## config.mk

```make
export PLATFORM = sky130hd
export DESIGN_NAME = sug_ctrl
export DESIGN_NICKNAME = d
export VERILOG_FILES = /design/src/sv/sug_pkg.sv /design/src/sv/sug_ctrl.sv
export SDC_FILE = /design/constraint.sdc
export NUM_CORES = 1
export LEC_CHECK = 0
export ABC_AREA = 1
export CAP_MARGIN = 20
export CORE_AREA = 2 2 39 41
export CTS_BUF_LIST = sky130_fd_sc_hd__clkbuf_8
export CTS_CLUSTER_SIZE = 24
export DETAILED_ROUTE_END_ITERATION = 10
export DIE_AREA = 0 0 41 43
export DONT_BUFFER_PORTS = 1
export GPL_ROUTABILITY_DRIVEN = 0
export PLACE_DENSITY = 0.3
export SLEW_MARGIN = 15
export SYNTH_ARGS = -nofsm -noshare
export SYNTH_HDL_FRONTEND = slang
export SYNTH_SLANG_ARGS = --single-unit
```

## constraint.sdc

```tcl
create_clock -name clk -period 1.38 [get_ports clk]
set_input_delay 0.069 -clock clk [delete_from_list [all_inputs] [get_ports clk]]
set_output_delay 0.069 -clock clk [all_outputs]
set_load 0.02 [all_outputs]
```

## src/sv/sug_pkg.sv

```systemverilog
package sug_pkg;

  typedef struct packed {
    logic [10:0] id_type;
    logic [3:0]  machine_id;
    logic [31:0] time_token;
    logic [19:0] day_count;
  } sug_in_t;

  typedef struct packed {
    logic [63:0] id_value;
    logic [1:0]  status;
  } sug_out_t;

  typedef enum logic [1:0] {
    ST_CLEAR,
    ST_IDLE,
    ST_SEQ,
    ST_SUM
  } sug_state_t;

  typedef enum logic [2:0] {
    KC_CONTRACT,
    KC_INVALID,
    KC_K98,
    KC_K99,
    KC_DEC,
    KC_PACK
  } sug_kind_class_t;

  // Commands from the controller to the datapath.
  typedef struct packed {
    logic clear_step;
    logic accept;
    logic seq_step;
    logic load_out;
  } sug_cmd_t;

  typedef struct packed {
    logic clear_last;
  } sug_stat_t;

  localparam logic [1:0] STAT_OK        = 2'd0;
  localparam logic [1:0] STAT_BAD_TYPE  = 2'd1;
  localparam logic [1:0] STAT_EXHAUSTED = 2'd2;

  localparam logic [10:0] KIND_CONTRACT = 11'h4FF;
  localparam logic [10:0] KIND_SEC      = 11'd98;
  localparam logic [10:0] KIND_ROLL     = 11'd99;
  localparam logic [10:0] KIND_DEC0     = 11'd0;
  localparam logic [10:0] KIND_DEC1     = 11'd1;
  localparam logic [10:0] KIND_DEC2     = 11'd2;
  localparam logic [10:0] KIND_DEC50    = 11'd50;

  localparam int unsigned CNT_W = 14;
  localparam logic [CNT_W-1:0] DEC_LIMIT  = 14'd9999;
  localparam logic [CNT_W-1:0] PACK_LIMIT = 14'd16382;

  localparam logic [26:0] E8 = 27'd100000000;
  localparam logic [19:0] E6 = 20'd1000000;
  localparam logic [16:0] E5 = 17'd100000;
  localparam logic [13:0] E4 = 14'd10000;
  localparam logic [6:0]  SEQ_SCALE_DEC = 7'd100;
  localparam logic [3:0]  SEQ_SCALE_CON = 4'd10;

  // Width of the low decimal part: machine*1e6 + kind*1e4 + seq stays below 2^24.
  localparam int unsigned LOW_W = 24;

endpackage

```

## src/sv/sug_ctrl.sv

```systemverilog
module sug_ctrl (
  input  logic               clk,
  input  logic               rst_n,
  input  logic               in_valid,
  output logic               in_ready,
  output logic               out_valid,
  input  logic               out_ready,
  input  sug_pkg::sug_stat_t stat,
  output sug_pkg::sug_cmd_t  cmd
);

  sug_pkg::sug_state_t state_r, state_nxt;
  logic                out_valid_r, out_valid_nxt;
  logic                out_free;

  assign out_free  = !out_valid_r || out_ready;
  assign out_valid = out_valid_r;

  always_comb begin
    state_nxt = state_r;
    unique case (state_r)
      sug_pkg::ST_CLEAR: begin
        if (stat.clear_last) begin
          state_nxt = sug_pkg::ST_IDLE;
        end
      end
      sug_pkg::ST_IDLE: begin
        if (in_valid) begin
          state_nxt = sug_pkg::ST_SEQ;
        end
      end
      sug_pkg::ST_SEQ: begin
        state_nxt = sug_pkg::ST_SUM;
      end
      sug_pkg::ST_SUM: begin
        if (out_free) begin
          state_nxt = in_valid ? sug_pkg::ST_SEQ : sug_pkg::ST_IDLE;
        end
      end
      default: begin
        state_nxt = sug_pkg::ST_IDLE;
      end
    endcase
  end

  always_comb begin
    cmd      = '0;
    in_ready = 1'b0;
    unique case (state_r)
      sug_pkg::ST_CLEAR: begin
        cmd.clear_step = 1'b1;
      end
      sug_pkg::ST_IDLE: begin
        in_ready   = 1'b1;
        cmd.accept = in_valid;
      end
      sug_pkg::ST_SEQ: begin
        cmd.seq_step = 1'b1;
      end
      sug_pkg::ST_SUM: begin
        // The finished id moves to the output register, which frees the
        // datapath for the next transfer in the same cycle.
        cmd.load_out = out_free;
        in_ready     = out_free;
        cmd.accept   = out_free && in_valid;
      end
      default: begin
        cmd = '0;
      end
    endcase
  end

  always_comb begin
    out_valid_nxt = out_valid_r;
    if (cmd.load_out) begin
      out_valid_nxt = 1'b1;
    end else if (out_ready) begin
      out_valid_nxt = 1'b0;
    end
  end

  always_ff @(posedge clk) begin
    if (!rst_n) begin
      state_r     <= sug_pkg::ST_CLEAR;
      out_valid_r <= 1'b0;
    end else begin
      state_r     <= state_nxt;
      out_valid_r <= out_valid_nxt;
    end
  end

endmodule

```

==> flow_summary.html, run 1 <==
<table>
<tr><th>Metric</th><th>Value</th></tr>
<tr><th colspan="2">Min path</th></tr>
<tr><td>Hold path startpoint</td><td>rst_n</td></tr>
<tr><td>Hold Path Sink</td><td>out_valid</td></tr>
<tr><td>Classification of the worst-slack hold path</td><td>in -&gt; reg</td></tr>
<tr><td>Number of instances on the worst hold path</td><td>2</td></tr>
<tr><th colspan="2">Synthesis</th></tr>
<tr><td>Area of the mapped netlist</td><td>about 170 um2</td></tr>
<tr><td>Post-synthesis register bit count</td><td>3</td></tr>
<tr><td>Syn_nets</td><td>32</td></tr>
<tr><td>Synth Area in XOR/XNOR</td><td>0</td></tr>
<tr><td>Largest family of logic cells by synthesized area</td><td>simple AND/OR/NAND/NOR gates</td></tr>
<tr><td>Post-synthesis adder-cell area fraction</td><td>0</td></tr>
<tr><td>Share of synthesized area occupied by flip-flops and latches</td><td>0.358</td></tr>
<tr><td>Avg Synthesized Cell Area</td><td>around 6.2 um2</td></tr>
<tr><td>Synth top area share</td><td>0.358</td></tr>
<tr><td>Number of warnings printed during yosys synthesis</td><td>0</td></tr>
<tr><td>Synthesized-area fraction occupied by ao, oa, aoi and oai cells</td><td>0.112</td></tr>
<tr><td>Distinct cell type count of the synthesized netlist</td><td>9</td></tr>
<tr><td>Synth Instances</td><td>27</td></tr>
<tr><td>Cell types occupying the most area after synthesis</td><td>dfxtp_1, inv_1, nand2_1, nand3_1, a21oi_1</td></tr>
<tr><td>Largest area contributor in the netlist</td><td>dfxtp_1</td></tr>
<tr><td>Post-synthesis simple-gate area fraction</td><td>0.284</td></tr>
<tr><td>Mux contribution to synthesized area</td><td>0</td></tr>
<tr><th colspan="2">Timing</th></tr>
<tr><td>Total negative setup slack</td><td>0 ns</td></tr>
<tr><td>Setup repair after global routing missed its margin</td><td>no</td></tr>
<tr><td>Setup Skew</td><td>slightly below 0.003 ns</td></tr>
<tr><td>Number of slew-limit violations in the final report</td><td>0</td></tr>
<tr><td>Setup slack of the critical path after layout</td><td>between 0.2 and 0.25 ns</td></tr>
<tr><td>Final hold violation count</td><td>0</td></tr>
<tr><td>Total of endpoints with negative setup slack in the final report</td><td>0</td></tr>
<tr><td>Final worst path period need</td><td>approximately 1.2 ns</td></tr>
<tr><td>Rel. slew slack</td><td>0.702</td></tr>
<tr><td>Highest attainable clock frequency</td><td>around 850 MHz</td></tr>
<tr><td>Actual slew at the worst max-slew pin</td><td>0.448 ns</td></tr>
<tr><td>Final critical-path share of the clock period</td><td>0.855</td></tr>
<tr><th colspan="2">Setup path</th></tr>
<tr><td>Crit path max fanout</td><td>4</td></tr>
<tr><td>Critical path launch point type</td><td>register</td></tr>
<tr><td>Kind of end point of the critical path</td><td>output pin</td></tr>
<tr><td>Startpoint of the worst register-to-register path</td><td>out_valid</td></tr>
<tr><td>Crit Path Category</td><td>reg -&gt; out</td></tr>
<tr><td>Dominant cell type by count on the critical path</td><td>nand3_1</td></tr>
<tr><td>Data required, critical path</td><td>roughly 1.3 ns</td></tr>
<tr><td>Cell with the largest stage delay on the worst path</td><td>dfxtp_1</td></tr>
<tr><td>WP buf/inv</td><td>1</td></tr>
<tr><td>Worst R2R Setup Slack</td><td>0.45 ns</td></tr>
<tr><td>FF-to-FF End</td><td>state_r[0]</td></tr>
<tr><td>Register-to-Register Path Depth</td><td>4</td></tr>
<tr><td>Cell-by-cell listing of the critical path</td><td>nand3_1 -&gt; nand3_1 -&gt; inv_1</td></tr>
<tr><td>Endpoint arrival time on the critical path</td><td>approximately 1.1 ns</td></tr>
<tr><td>Family with the most delay on the worst path</td><td>flip-flops</td></tr>
<tr><td>Largest incremental delay on the critical path</td><td>0.47 ns</td></tr>
<tr><th colspan="2">Clock tree</th></tr>
<tr><td>Clk pin slew, worst setup/hold paths</td><td>approximately 0.030 ns</td></tr>
<tr><td>Clock latency on the worst-skew pair</td><td>around 0.21 ns</td></tr>
<tr><td>Number of buffers between clock root and the deepest sink</td><td>2</td></tr>
<tr><td>Post CTS Setup Buffer Count</td><td>0</td></tr>
<tr><td>CTS buffer count</td><td>3</td></tr>
<tr><td>Clock Root Buffer</td><td>clkbuf_8</td></tr>
<tr><td>CTS H-tree depth</td><td>1</td></tr>
<tr><td>Quantity of gates resized following cts</td><td>0</td></tr>
<tr><td>Number of clock sinks seen by CTS</td><td>3</td></tr>
<tr><td>Clock tree from TritonCTS</td><td>done</td></tr>
<tr><td>Number of hold buffers added after CTS</td><td>0</td></tr>
<tr><th colspan="2">Cells and area</th></tr>
<tr><td>Number of diodes added for antenna fixing</td><td>0</td></tr>
<tr><td>Final core area utilization</td><td>0.168</td></tr>
<tr><td>Post-layout nets</td><td>37</td></tr>
<tr><td>Area overhead of the layout relative to synthesis</td><td>38.8%</td></tr>
<tr><td>Share of cells above drive strength 1</td><td>0.194</td></tr>
<tr><th colspan="2">Drt</th></tr>
<tr><td>Vias</td><td>160</td></tr>
<tr><td>DRC marker count from the first detailed-route iteration</td><td>4</td></tr>
<tr><td>DRT Pass-1 Iters</td><td>2</td></tr>
<tr><td>Avg Vias per Cell</td><td>3.40</td></tr>
<tr><td>Routed Antenna Nets</td><td>0</td></tr>
<tr><td>Residual DRC</td><td>0</td></tr>
<tr><td>Average wire per cell in the routed design</td><td>just under 8 um</td></tr>
<tr><td>Total Routed Length</td><td>367 um</td></tr>
<tr><th colspan="2">Die</th></tr>
<tr><td>Core region area</td><td>1380 um2</td></tr>
<tr><td>Floorplan die width</td><td>between 40 and 50 um</td></tr>
<tr><td>Die extent in y</td><td>roughly 43 um</td></tr>
<tr><td>Initial core utilization</td><td>0.121</td></tr>
<tr><td>IO Count</td><td>11</td></tr>
<tr><td>Number of rows created at floorplan</td><td>14</td></tr>
<tr><td>Die Footprint</td><td>approximately 1800 um2</td></tr>
<tr><th colspan="2">Flow run</th></tr>
<tr><td>Max Cap Violations</td><td>0</td></tr>
<tr><th colspan="2">Global route</th></tr>
<tr><td>Initial antenna violation count</td><td>0</td></tr>
<tr><td>Global route overflow</td><td>0</td></tr>
<tr><td>Maximum number of pins on one net before global-route repair</td><td>7</td></tr>
<tr><td>Wire length of the first global-routing pass</td><td>about 610 um</td></tr>
<tr><td>Tot GR Track Use</td><td>0.0611</td></tr>
<tr><td>Number of global-route vias before repair</td><td>about 150</td></tr>
<tr><th colspan="2">Placed design</th></tr>
<tr><td>Post-placement worst setup slack</td><td>0.402 ns</td></tr>
<tr><td>HPWL after DPL</td><td>between 300 and 400 um</td></tr>
<tr><td>Count of input and output buffers</td><td>0</td></tr>
<tr><th colspan="2">Pwr</th></tr>
<tr><td>Power density normalized to cell area</td><td>about 1700 nW/um2</td></tr>
<tr><td>Maximum VDD drop</td><td>0.908 mV</td></tr>
<tr><td>Leakage component of the power</td><td>around 0.13 nW</td></tr>
<tr><th colspan="2">Status</th></tr>
<tr><td>Status</td><td>finished, final reports clean</td></tr>
</table>
## state kept, by name (all words and copies together) (netlist names)
register / flops
out_valid: 1
state_r: 2
## kinds of logic after synthesis
logic type | Yosys count
flops | 3
buf+inv | 10
compound gates | 3
simple gates | 11
## layer usage
layer / up-vias / track usage / part of all wire
li1: 85 / - / -
met1: 65 / 0.0703 / 0.50
met2: 10 / 0.0563 / 0.34
met3: 0 / 0.0942 / 0.16
met4: 0 / 0.0200 / 0
met5: - / 0 / 0
## worst max path at each step
stage                from          to  slack [ns]  cells after the start
6_report        out_valid      cmd[2]        0.20                      3
5_1_grt        state_r[0]      cmd[0]        0.09                      2
4_1_cts         out_valid      cmd[2]        0.17                      3
3_5_place_dp   state_r[0]      cmd[0]        0.40                      2
3_3_place_gp   state_r[0]      cmd[0]        0.41                      2
2_1_floorplan  state_r[0]  state_r[0]        0.48                      4
## Yosys cell counts, drive strengths merged
cell and instances:
inv 9, nand2 5, a21oi 3, dfxtp 3, nand3 3, nor2 3, buf 1
## worst register-to-register path, delay by kind of cell (launching register included)
kind | cells | cell delay [ns]
buffers and inverters | 1 | 0.04
DFF | 1 | 0.47
and+or+nand+nor | 3 | 0.37
## metrics by stage
step	total power, mW	cell area [um2]	hold slack (ns)	instances
3_3_place_gp	0.158	188	0.266	43
3_5_place_dp	0.159	188	0.270	43
2_1_floorplan	0.148	168	0.238	27
5_1_grt	0.434	233	0.0507	47
6_report	0.401	233	0.0457	47
4_1_cts	0.412	233	0.0422	47
## placed cells by master (no fill, tap or decap)
master,Yosys,final
dfxtp_1,3,3
buf_4,1,1
inv_1,9,10
nor2_1,2,2
nand2_1,5,5
a21oi_2,1,1
clkbuf_8,0,3
a21oi_1,2,2
nand3_1,3,3
nor2_2,1,1
## power breakdown
| group | switching (mW) | internal, mW | leakage (nW) | total [mW] |
|---|---|---|---|---|
| clock | 0.0553 | 0.189 | 0.0269 | 0.244 |
| sequential | 0.0103 | 0.0944 | 0.0248 | 0.105 |
| combinational | 0.0358 | 0.0161 | 0.0830 | 0.0519 |
| total | 0.101 | 0.300 | 0.135 | 0.401 |
## layout make-up
| class | instances | area (um2) |
|---|---|---|
| Multi-Input combinational cell | 14 | 66.3 |
| Timing Repair Buffer | 1 | 7.51 |
| Sequential cell | 3 | 60.1 |
| Clock buffer | 3 | 41.3 |
| Inverter | 9 | 33.8 |
| Tap cell | 16 | 20.0 |
| Clock inverter | 1 | 3.75 |
| Fill cell | 167 | 1150 |
Note: power is estimated with default switching activity, not from simulation.
==> run 2, diff against run 1 <==
CELL_PAD_IN_SITES_DETAIL_PLACEMENT = 1   (was not set)
CELL_PAD_IN_SITES_GLOBAL_PLACEMENT = 1   (was not set)
PLACE_DENSITY = 0.38   (was 0.3)
==> run 2 against run 1 <==
Utilization unchanged. Final cell count unchanged. Non-clock buffer count unchanged. Via count up 2.5%. Clock power up 2%. Final area unchanged. Count of clock-buffer cells in the layout unchanged.
==> flow_summary.html, run 2 (synthesis results as in run 1) <==
<table>
<tr><th>Metric</th><th>Value</th></tr>
<tr><th colspan="2">Global route</th></tr>
<tr><td>Number of global-route vias before repair</td><td>152 (+0.66%)</td></tr>
<tr><td>Tot GR Track Use</td><td>0.0592 (-0.00194)</td></tr>
<tr><td>Global route overflow</td><td>0 (unchanged)</td></tr>
<tr><td>Initial antenna violation count</td><td>0 (unchanged)</td></tr>
<tr><td>Maximum number of pins on one net before global-route repair</td><td>7 (unchanged)</td></tr>
<tr><td>Wire length of the first global-routing pass</td><td>586 um (-3.5%)</td></tr>
<tr><th colspan="2">Clock tree</th></tr>
<tr><td>Post CTS Setup Buffer Count</td><td>0 (unchanged)</td></tr>
<tr><td>Clk pin slew, worst setup/hold paths</td><td>0.03 ns (about the same)</td></tr>
<tr><td>Number of buffers between clock root and the deepest sink</td><td>2 (unchanged)</td></tr>
<tr><td>Clock Root Buffer</td><td>clkbuf_8</td></tr>
<tr><td>CTS buffer count</td><td>3 (unchanged)</td></tr>
<tr><td>Number of clock sinks seen by CTS</td><td>3 (unchanged)</td></tr>
<tr><td>Clock tree from TritonCTS</td><td>done</td></tr>
<tr><td>Number of hold buffers added after CTS</td><td>0 (unchanged)</td></tr>
<tr><td>CTS H-tree depth</td><td>1 (unchanged)</td></tr>
<tr><td>Clock latency on the worst-skew pair</td><td>0.22 ns (about the same)</td></tr>
<tr><td>Quantity of gates resized following cts</td><td>0 (unchanged)</td></tr>
<tr><th colspan="2">Status</th></tr>
<tr><td>Status</td><td>finished, final reports clean</td></tr>
<tr><th colspan="2">Drt</th></tr>
<tr><td>Residual DRC</td><td>0 (unchanged)</td></tr>
<tr><td>Average wire per cell in the routed design</td><td>8.36 um (+7.1%)</td></tr>
<tr><td>Avg Vias per Cell</td><td>3.49 (+2.5%)</td></tr>
<tr><td>DRT Pass-1 Iters</td><td>3 (+1)</td></tr>
<tr><td>DRC marker count from the first detailed-route iteration</td><td>1 (-3)</td></tr>
<tr><td>Routed Antenna Nets</td><td>0 (unchanged)</td></tr>
<tr><td>Vias</td><td>164 (+2.5%)</td></tr>
<tr><td>Total Routed Length</td><td>393 um (+7.1%)</td></tr>
<tr><th colspan="2">Placed design</th></tr>
<tr><td>HPWL after DPL</td><td>314 um (+2.3%)</td></tr>
<tr><td># placed instances</td><td>43 (unchanged)</td></tr>
<tr><td>Count of input and output buffers</td><td>0 (unchanged)</td></tr>
<tr><td>Placed instance area</td><td>188 um2 (unchanged)</td></tr>
<tr><th colspan="2">Timing</th></tr>
<tr><td>Final worst path period need</td><td>1.20 ns (+0.0161 ns)</td></tr>
<tr><td>Rel. slew slack</td><td>0.694 (-0.00821)</td></tr>
<tr><td>Final critical-path share of the clock period</td><td>0.866 (+0.0117)</td></tr>
<tr><td>Total of endpoints with negative setup slack in the final report</td><td>0 (unchanged)</td></tr>
<tr><td>Number of slew-limit violations in the final report</td><td>0 (unchanged)</td></tr>
<tr><td>Setup Skew</td><td>0.0000527 ns (-0.00292 ns)</td></tr>
<tr><td>Setup repair after global routing missed its margin</td><td>no</td></tr>
<tr><td>Total negative setup slack</td><td>0 ns (unchanged)</td></tr>
<tr><td>Final hold violation count</td><td>0 (unchanged)</td></tr>
<tr><td>Highest attainable clock frequency</td><td>837 MHz (-1.3%)</td></tr>
<tr><td>Actual slew at the worst max-slew pin</td><td>0.461 ns (+0.0123 ns)</td></tr>
<tr><th colspan="2">Die</th></tr>
<tr><td>Die Footprint</td><td>1760 um2 (unchanged)</td></tr>
<tr><td>Number of rows created at floorplan</td><td>14 (unchanged)</td></tr>
<tr><td>Core region area</td><td>1380 um2 (unchanged)</td></tr>
<tr><td>Floorplan die width</td><td>41 um (unchanged)</td></tr>
<tr><td>Die extent in y</td><td>43 um (unchanged)</td></tr>
<tr><td>IO Count</td><td>11 (unchanged)</td></tr>
<tr><td>Initial core utilization</td><td>0.121 (unchanged)</td></tr>
<tr><th colspan="2">Setup path</th></tr>
<tr><td>FF-to-FF End</td><td>state_r[0]</td></tr>
<tr><td>Crit Path Category</td><td>reg -&gt; out</td></tr>
<tr><td>Endpoint arrival time on the critical path</td><td>1.13 ns (+0.02 ns)</td></tr>
<tr><td>Startpoint of the worst register-to-register path</td><td>out_valid</td></tr>
<tr><td>Kind of end point of the critical path</td><td>output pin</td></tr>
<tr><td>Data required, critical path</td><td>1.31 ns (about the same)</td></tr>
<tr><td>Crit path max fanout</td><td>6 (+2)</td></tr>
<tr><td>Worst R2R Setup Slack</td><td>0.45 ns (about the same)</td></tr>
<tr><td>Register-to-Register Path Depth</td><td>4 (unchanged)</td></tr>
<tr><td>Critical path launch point type</td><td>register</td></tr>
<tr><th colspan="2">Cells and area</th></tr>
<tr><td>Post-layout nets</td><td>37 (unchanged)</td></tr>
<tr><td>Fillers</td><td>179 (+7.2%)</td></tr>
<tr><td>Number of flip-flops under the largest register name</td><td>2 (unchanged)</td></tr>
<tr><td>Most common cell after layout, fill and taps aside</td><td>inv_1</td></tr>
<tr><td>Number of diodes added for antenna fixing</td><td>0 (unchanged)</td></tr>
<tr><td>Top library cells by usage in the layout, fill and taps aside</td><td>inv_1, nand2_1, nand3_1, clkbuf_8, dfxtp_1</td></tr>
<tr><td>Number of standard cells in the layout, taps in and fillers out</td><td>47 (unchanged)</td></tr>
<tr><td>Area of all placed cells without fillers</td><td>233 um2 (unchanged)</td></tr>
<tr><td>Share of cells above drive strength 1</td><td>0.194 (unchanged)</td></tr>
<tr><td>Top reg by flops</td><td>state_r</td></tr>
<tr><td>Area overhead of the layout relative to synthesis</td><td>38.8% (unchanged)</td></tr>
<tr><th colspan="2">Min path</th></tr>
<tr><td>Hold Path Sink</td><td>out_valid</td></tr>
<tr><td>Hold path startpoint</td><td>rst_n</td></tr>
<tr><td>Number of instances on the worst hold path</td><td>2 (unchanged)</td></tr>
<tr><td>Classification of the worst-slack hold path</td><td>in -&gt; reg</td></tr>
<tr><th colspan="2">Flow run</th></tr>
<tr><td>Max Cap Violations</td><td>0 (unchanged)</td></tr>
<tr><th colspan="2">Pwr</th></tr>
<tr><td>Maximum VDD drop</td><td>0.300 mV (-67%)</td></tr>
<tr><td>Leakage component of the power</td><td>0.135 nW (unchanged)</td></tr>
<tr><td>Power density normalized to cell area</td><td>1750 nW/um2 (+1.5%)</td></tr>
</table>
==> run 2: cell counts in the layout (fill, tap and decap cells not counted) <==
No cell type changed its count.
==> run 2: worst max-delay path: stages, from the launching register on <==
cell	delay, ns
dfxtp_1	0.42
nand2_1	0.10
a21oi_1	0.39
==> run 2: report_power, final <==
part           switching, mW  internal [mW]  total (mW)
logic                 0.0361         0.0161      0.0522
registers             0.0103         0.0944       0.105
clock network         0.0606          0.190       0.250
==> run 2: final cells by class <==
cell class | instances | area [um2] | share of cell area
well taps | 16 | 20.0 | 0.0860
repair buffers | 1 | 7.51 | 0.0323
clock buffers | 3 | 41.3 | 0.177
multi-input cells | 14 | 66.3 | 0.285
clock inverters | 1 | 3.75 | 0.0161
inverters | 9 | 33.8 | 0.145
flip-flops and latches | 3 | 60.1 | 0.258
==> run 2: through the flow <==
| stage | hold slack (ns) | total power [mW] | utilization | worst slack (ns) |
|---|---|---|---|---|
| finish | 0.0491 | 0.407 | 0.168 | 0.185 |
| global route | 0.0604 | 0.431 | 0.168 | 0.0833 |
| CTS | 0.0506 | 0.417 | 0.168 | 0.158 |
| detailed placement | 0.276 | 0.159 | 0.136 | 0.394 |
| global placement | 0.271 | 0.160 | 0.136 | 0.397 |
| floorplan | 0.238 | 0.148 | - | 0.483 |
==> run 2: worst max-delay path by stage <==
stage	startpoint	end	slack [ns]	cells after the start
after floorplan	state_r[0]	state_r[0]	0.48	4
after global placement	state_r[0]	cmd[0]	0.40	2
after detailed placement	state_r[0]	cmd[0]	0.39	2
after CTS	state_r[0]	cmd[0]	0.16	2
after global routing	out_valid	cmd[2]	0.08	3
final	state_r[0]	cmd[0]	0.18	2
==> run 2: layer usage <==
| metal | global-route usage | part of all wire | vias up |
|---|---|---|---|
| met1 | 0.0641 | 0.46 | 68 |
| li1 | - | - | 84 |
| met2 | 0.0563 | 0.38 | 10 |
| met4 | 0.0600 | 0.043 | 0 |
| met3 | 0.0628 | 0.11 | 2 |
| met5 | 0 | 0 | - |
==> run 3, diff against run 2 <==
CTS_BUF_LIST = not set   (was sky130_fd_sc_hd__clkbuf_8)
==> run 3 against run 2 <==
Sequential share of layout area rose by 2.3 points. Clock skew rose by 0.0022 ns. Power fell by 23%. Routed wire length rose by 0.25%. Combinational power barely moved. Critical endpoint unchanged. Largest power group unchanged. Highest routed layer unchanged.
==> flow_summary.html, run 3 (synthesis results as in run 1) <==
<table>
<tr><th>Metric</th><th>Value</th></tr>
<tr><th colspan="2">Status</th></tr>
<tr><td>Status</td><td>finished, final reports clean</td></tr>
<tr><th colspan="2">Timing</th></tr>
<tr><td>Final worst path period need</td><td>1.22 ns (+0.0243 ns)</td></tr>
<tr><td>Number of slew-limit violations in the final report</td><td>0 (unchanged)</td></tr>
<tr><td>Setup repair after global routing missed its margin</td><td>no</td></tr>
<tr><td>Worst hold-check slack</td><td>0.0278 ns (-0.0213 ns)</td></tr>
<tr><td>Actual slew at the worst max-slew pin</td><td>0.461 ns (+0.000650 ns)</td></tr>
<tr><td>Setup Skew</td><td>0.00223 ns (+0.00217 ns)</td></tr>
<tr><td>Total negative setup slack</td><td>0 ns (unchanged)</td></tr>
<tr><td>Setup slack of the critical path after layout</td><td>0.160 ns (-0.0243 ns)</td></tr>
<tr><td>Rel. slew slack</td><td>0.693 (about the same)</td></tr>
<tr><td>Highest attainable clock frequency</td><td>820 MHz (-2.0%)</td></tr>
<tr><td>Total of endpoints with negative setup slack in the final report</td><td>0 (unchanged)</td></tr>
<tr><td>Final hold violation count</td><td>0 (unchanged)</td></tr>
<tr><td>Final critical-path share of the clock period</td><td>0.884 (+0.0176)</td></tr>
<tr><th colspan="2">Pwr</th></tr>
<tr><td>Sequential fraction of design power</td><td>0.331 (+0.074)</td></tr>
<tr><td>Leakage component of the power</td><td>0.123 nW (-8.8%)</td></tr>
<tr><td>Share of total power in the clock network</td><td>0.503 (-0.112)</td></tr>
<tr><td>Internal</td><td>0.219 mW (-27%)</td></tr>
<tr><td>Sw Ratio</td><td>0.306 (+0.0429)</td></tr>
<tr><td>Maximum VDD drop</td><td>0.215 mV (-28%)</td></tr>
<tr><td>Switching power</td><td>0.0964 mW (-9.9%)</td></tr>
<tr><td>Power density normalized to cell area</td><td>1470 nW/um2 (-16%)</td></tr>
<tr><td>Gate power share</td><td>0.165 (+0.037)</td></tr>
<tr><th colspan="2">Drt</th></tr>
<tr><td>DRT Pass-1 Iters</td><td>3 (unchanged)</td></tr>
<tr><td>Vias</td><td>163 (-0.61%)</td></tr>
<tr><td>DRC marker count from the first detailed-route iteration</td><td>1 (unchanged)</td></tr>
<tr><td>Routed Antenna Nets</td><td>0 (unchanged)</td></tr>
<tr><td>Residual DRC</td><td>0 (unchanged)</td></tr>
<tr><td>Total Routed Length</td><td>394 um (+0.25%)</td></tr>
<tr><td>Average wire per cell in the routed design</td><td>8.38 um (+0.25%)</td></tr>
<tr><td>Avg Vias per Cell</td><td>3.47 (-0.61%)</td></tr>
<tr><th colspan="2">Setup path</th></tr>
<tr><td>Endpoint arrival time on the critical path</td><td>1.15 ns (+0.02 ns)</td></tr>
<tr><td>Kind of end point of the critical path</td><td>output pin</td></tr>
<tr><td>Startpoint of the worst register-to-register path</td><td>out_valid</td></tr>
<tr><td>Data required, critical path</td><td>1.31 ns (about the same)</td></tr>
<tr><td>Worst R2R Setup Slack</td><td>0.45 ns (about the same)</td></tr>
<tr><td>Crit path max fanout</td><td>6 (unchanged)</td></tr>
<tr><td>Origin of the worst setup path</td><td>state_r[0]</td></tr>
<tr><td>Crit Path Category</td><td>reg -&gt; out</td></tr>
<tr><td>Critical path launch point type</td><td>register</td></tr>
<tr><td>Register-to-Register Path Depth</td><td>4 (unchanged)</td></tr>
<tr><td>FF-to-FF End</td><td>state_r[0]</td></tr>
<tr><th colspan="2">Placed design</th></tr>
<tr><td>Count of input and output buffers</td><td>0 (unchanged)</td></tr>
<tr><td>HPWL after DPL</td><td>314 um (unchanged)</td></tr>
<tr><td>Placed instance area</td><td>188 um2 (unchanged)</td></tr>
<tr><td># placed instances</td><td>43 (unchanged)</td></tr>
<tr><td>Post-placement worst setup slack</td><td>0.394 ns (unchanged)</td></tr>
<tr><th colspan="2">Clock tree</th></tr>
<tr><td>Quantity of gates resized following cts</td><td>0 (unchanged)</td></tr>
<tr><td>Number of hold buffers added after CTS</td><td>0 (unchanged)</td></tr>
<tr><td>Number of buffers between clock root and the deepest sink</td><td>2 (unchanged)</td></tr>
<tr><td>Clock tree from TritonCTS</td><td>done</td></tr>
<tr><td>CTS H-tree depth</td><td>1 (unchanged)</td></tr>
<tr><td>Clk pin slew, worst setup/hold paths</td><td>0.04 ns (about the same)</td></tr>
<tr><td>Post CTS Setup Buffer Count</td><td>0 (unchanged)</td></tr>
<tr><td>Number of clock sinks seen by CTS</td><td>3 (unchanged)</td></tr>
<tr><td>Clock latency on the worst-skew pair</td><td>0.24 ns (+0.02 ns)</td></tr>
<tr><td>Clock Root Buffer</td><td>clkbuf_4</td></tr>
<tr><td>CTS buffer count</td><td>3 (unchanged)</td></tr>
<tr><th colspan="2">Min path</th></tr>
<tr><td>Hold Path Sink</td><td>state_r[1]</td></tr>
<tr><td>Hold path startpoint</td><td>in_valid</td></tr>
<tr><td>Classification of the worst-slack hold path</td><td>in -&gt; reg</td></tr>
<tr><td>Number of instances on the worst hold path</td><td>4 (+2)</td></tr>
<tr><th colspan="2">Global route</th></tr>
<tr><td>Tot GR Track Use</td><td>0.0591 (-0.0000593)</td></tr>
<tr><td>Initial antenna violation count</td><td>0 (unchanged)</td></tr>
<tr><td>Number of global-route vias before repair</td><td>155 (+2.0%)</td></tr>
<tr><td>Wire length of the first global-routing pass</td><td>586 um (unchanged)</td></tr>
<tr><td>Maximum number of pins on one net before global-route repair</td><td>7 (unchanged)</td></tr>
<tr><td>Global route overflow</td><td>0 (unchanged)</td></tr>
<tr><th colspan="2">Die</th></tr>
<tr><td>Number of rows created at floorplan</td><td>14 (unchanged)</td></tr>
<tr><td>Die Footprint</td><td>1760 um2 (unchanged)</td></tr>
<tr><td>Initial core utilization</td><td>0.121 (unchanged)</td></tr>
<tr><td>Die extent in y</td><td>43 um (unchanged)</td></tr>
<tr><td>Core region area</td><td>1380 um2 (unchanged)</td></tr>
<tr><td>Floorplan die width</td><td>41 um (unchanged)</td></tr>
<tr><td>IO Count</td><td>11 (unchanged)</td></tr>
<tr><th colspan="2">Cells and area</th></tr>
<tr><td>Share of cells above drive strength 1</td><td>0.194 (unchanged)</td></tr>
<tr><td>Fillers</td><td>178 (-0.56%)</td></tr>
<tr><td>Area used by sequential logic in the layout</td><td>60.1 um2 (unchanged)</td></tr>
<tr><td>Most common cell after layout, fill and taps aside</td><td>inv_1</td></tr>
<tr><td>Area of all placed cells without fillers</td><td>214 um2 (-8.1%)</td></tr>
<tr><td>Number of diodes added for antenna fixing</td><td>0 (unchanged)</td></tr>
<tr><td>Number of flip-flops under the largest register name</td><td>2 (unchanged)</td></tr>
<tr><td>Post-layout nets</td><td>37 (unchanged)</td></tr>
<tr><td>Area used by multi-input combinational logic</td><td>66.3 um2 (unchanged)</td></tr>
<tr><td>Top library cells by usage in the layout, fill and taps aside</td><td>inv_1, nand2_1, nand3_1, clkbuf_4, dfxtp_1</td></tr>
<tr><td>Area overhead of the layout relative to synthesis</td><td>27.6%</td></tr>
<tr><td>Top reg by flops</td><td>state_r</td></tr>
<tr><td>Number of standard cells in the layout, taps in and fillers out</td><td>47 (unchanged)</td></tr>
<tr><th colspan="2">Flow run</th></tr>
<tr><td>Max Cap Violations</td><td>0 (unchanged)</td></tr>
</table>
==> run 3: cell count changes in the layout (fill, tap and decap cells not counted) <==
cell	change
clkbuf_4	+3
inv_1	-1
clkbuf_1	+1
clkbuf_8	-3
==> run 3: worst max-delay path by stage <==
stage	slack (ns)	endpoint
floorplan	0.48	state_r[0]
global placement	0.40	cmd[0]
detailed placement	0.39	cmd[0]
CTS	0.13	cmd[0]
global route	0.05	cmd[2]
finish	0.16	cmd[0]
==> run 3: final cells by class <==
cell class | count | area share
clock buffers | 4 | 0.123
flip-flops and latches | 3 | 0.281
repair buffers | 1 | 0.0351
well taps | 16 | 0.0936
multi-input cells | 14 | 0.310
inverters | 9 | 0.158
==> run 3: critical path: stages (launching register included) <==
cell and delay [ns]:
dfxtp_1 0.42, nand2_1 0.10, a21oi_1 0.39
==> run 3: power by group through the flow <==
| stage | registers, mW | logic, mW | clock network [mW] |
|---|---|---|---|
| after floorplan | 0.104 | 0.0436 | 0 |
| after global placement | 0.107 | 0.0531 | 0 |
| after detailed placement | 0.106 | 0.0532 | 0 |
| after CTS | 0.105 | 0.0534 | 0.166 |
| after global routing | 0.106 | 0.0578 | 0.173 |
| final | 0.104 | 0.0522 | 0.159 |
==> run 3: layer usage <==
metal  global-route usage  up-vias  part of all wire
li1                     -       84                 -
met1               0.0607       67              0.47
met2               0.0594       10              0.38
met3               0.0628        2              0.10
met4               0.0600        0             0.043
met5                    0        -                 0
==> run 3: per-stage QoR <==
step                utilization  power [mW]
global placement          0.136       0.160
CTS                       0.155       0.325
floorplan                     -       0.148
global route              0.155       0.337
finish                    0.155       0.315
detailed placement        0.136       0.159
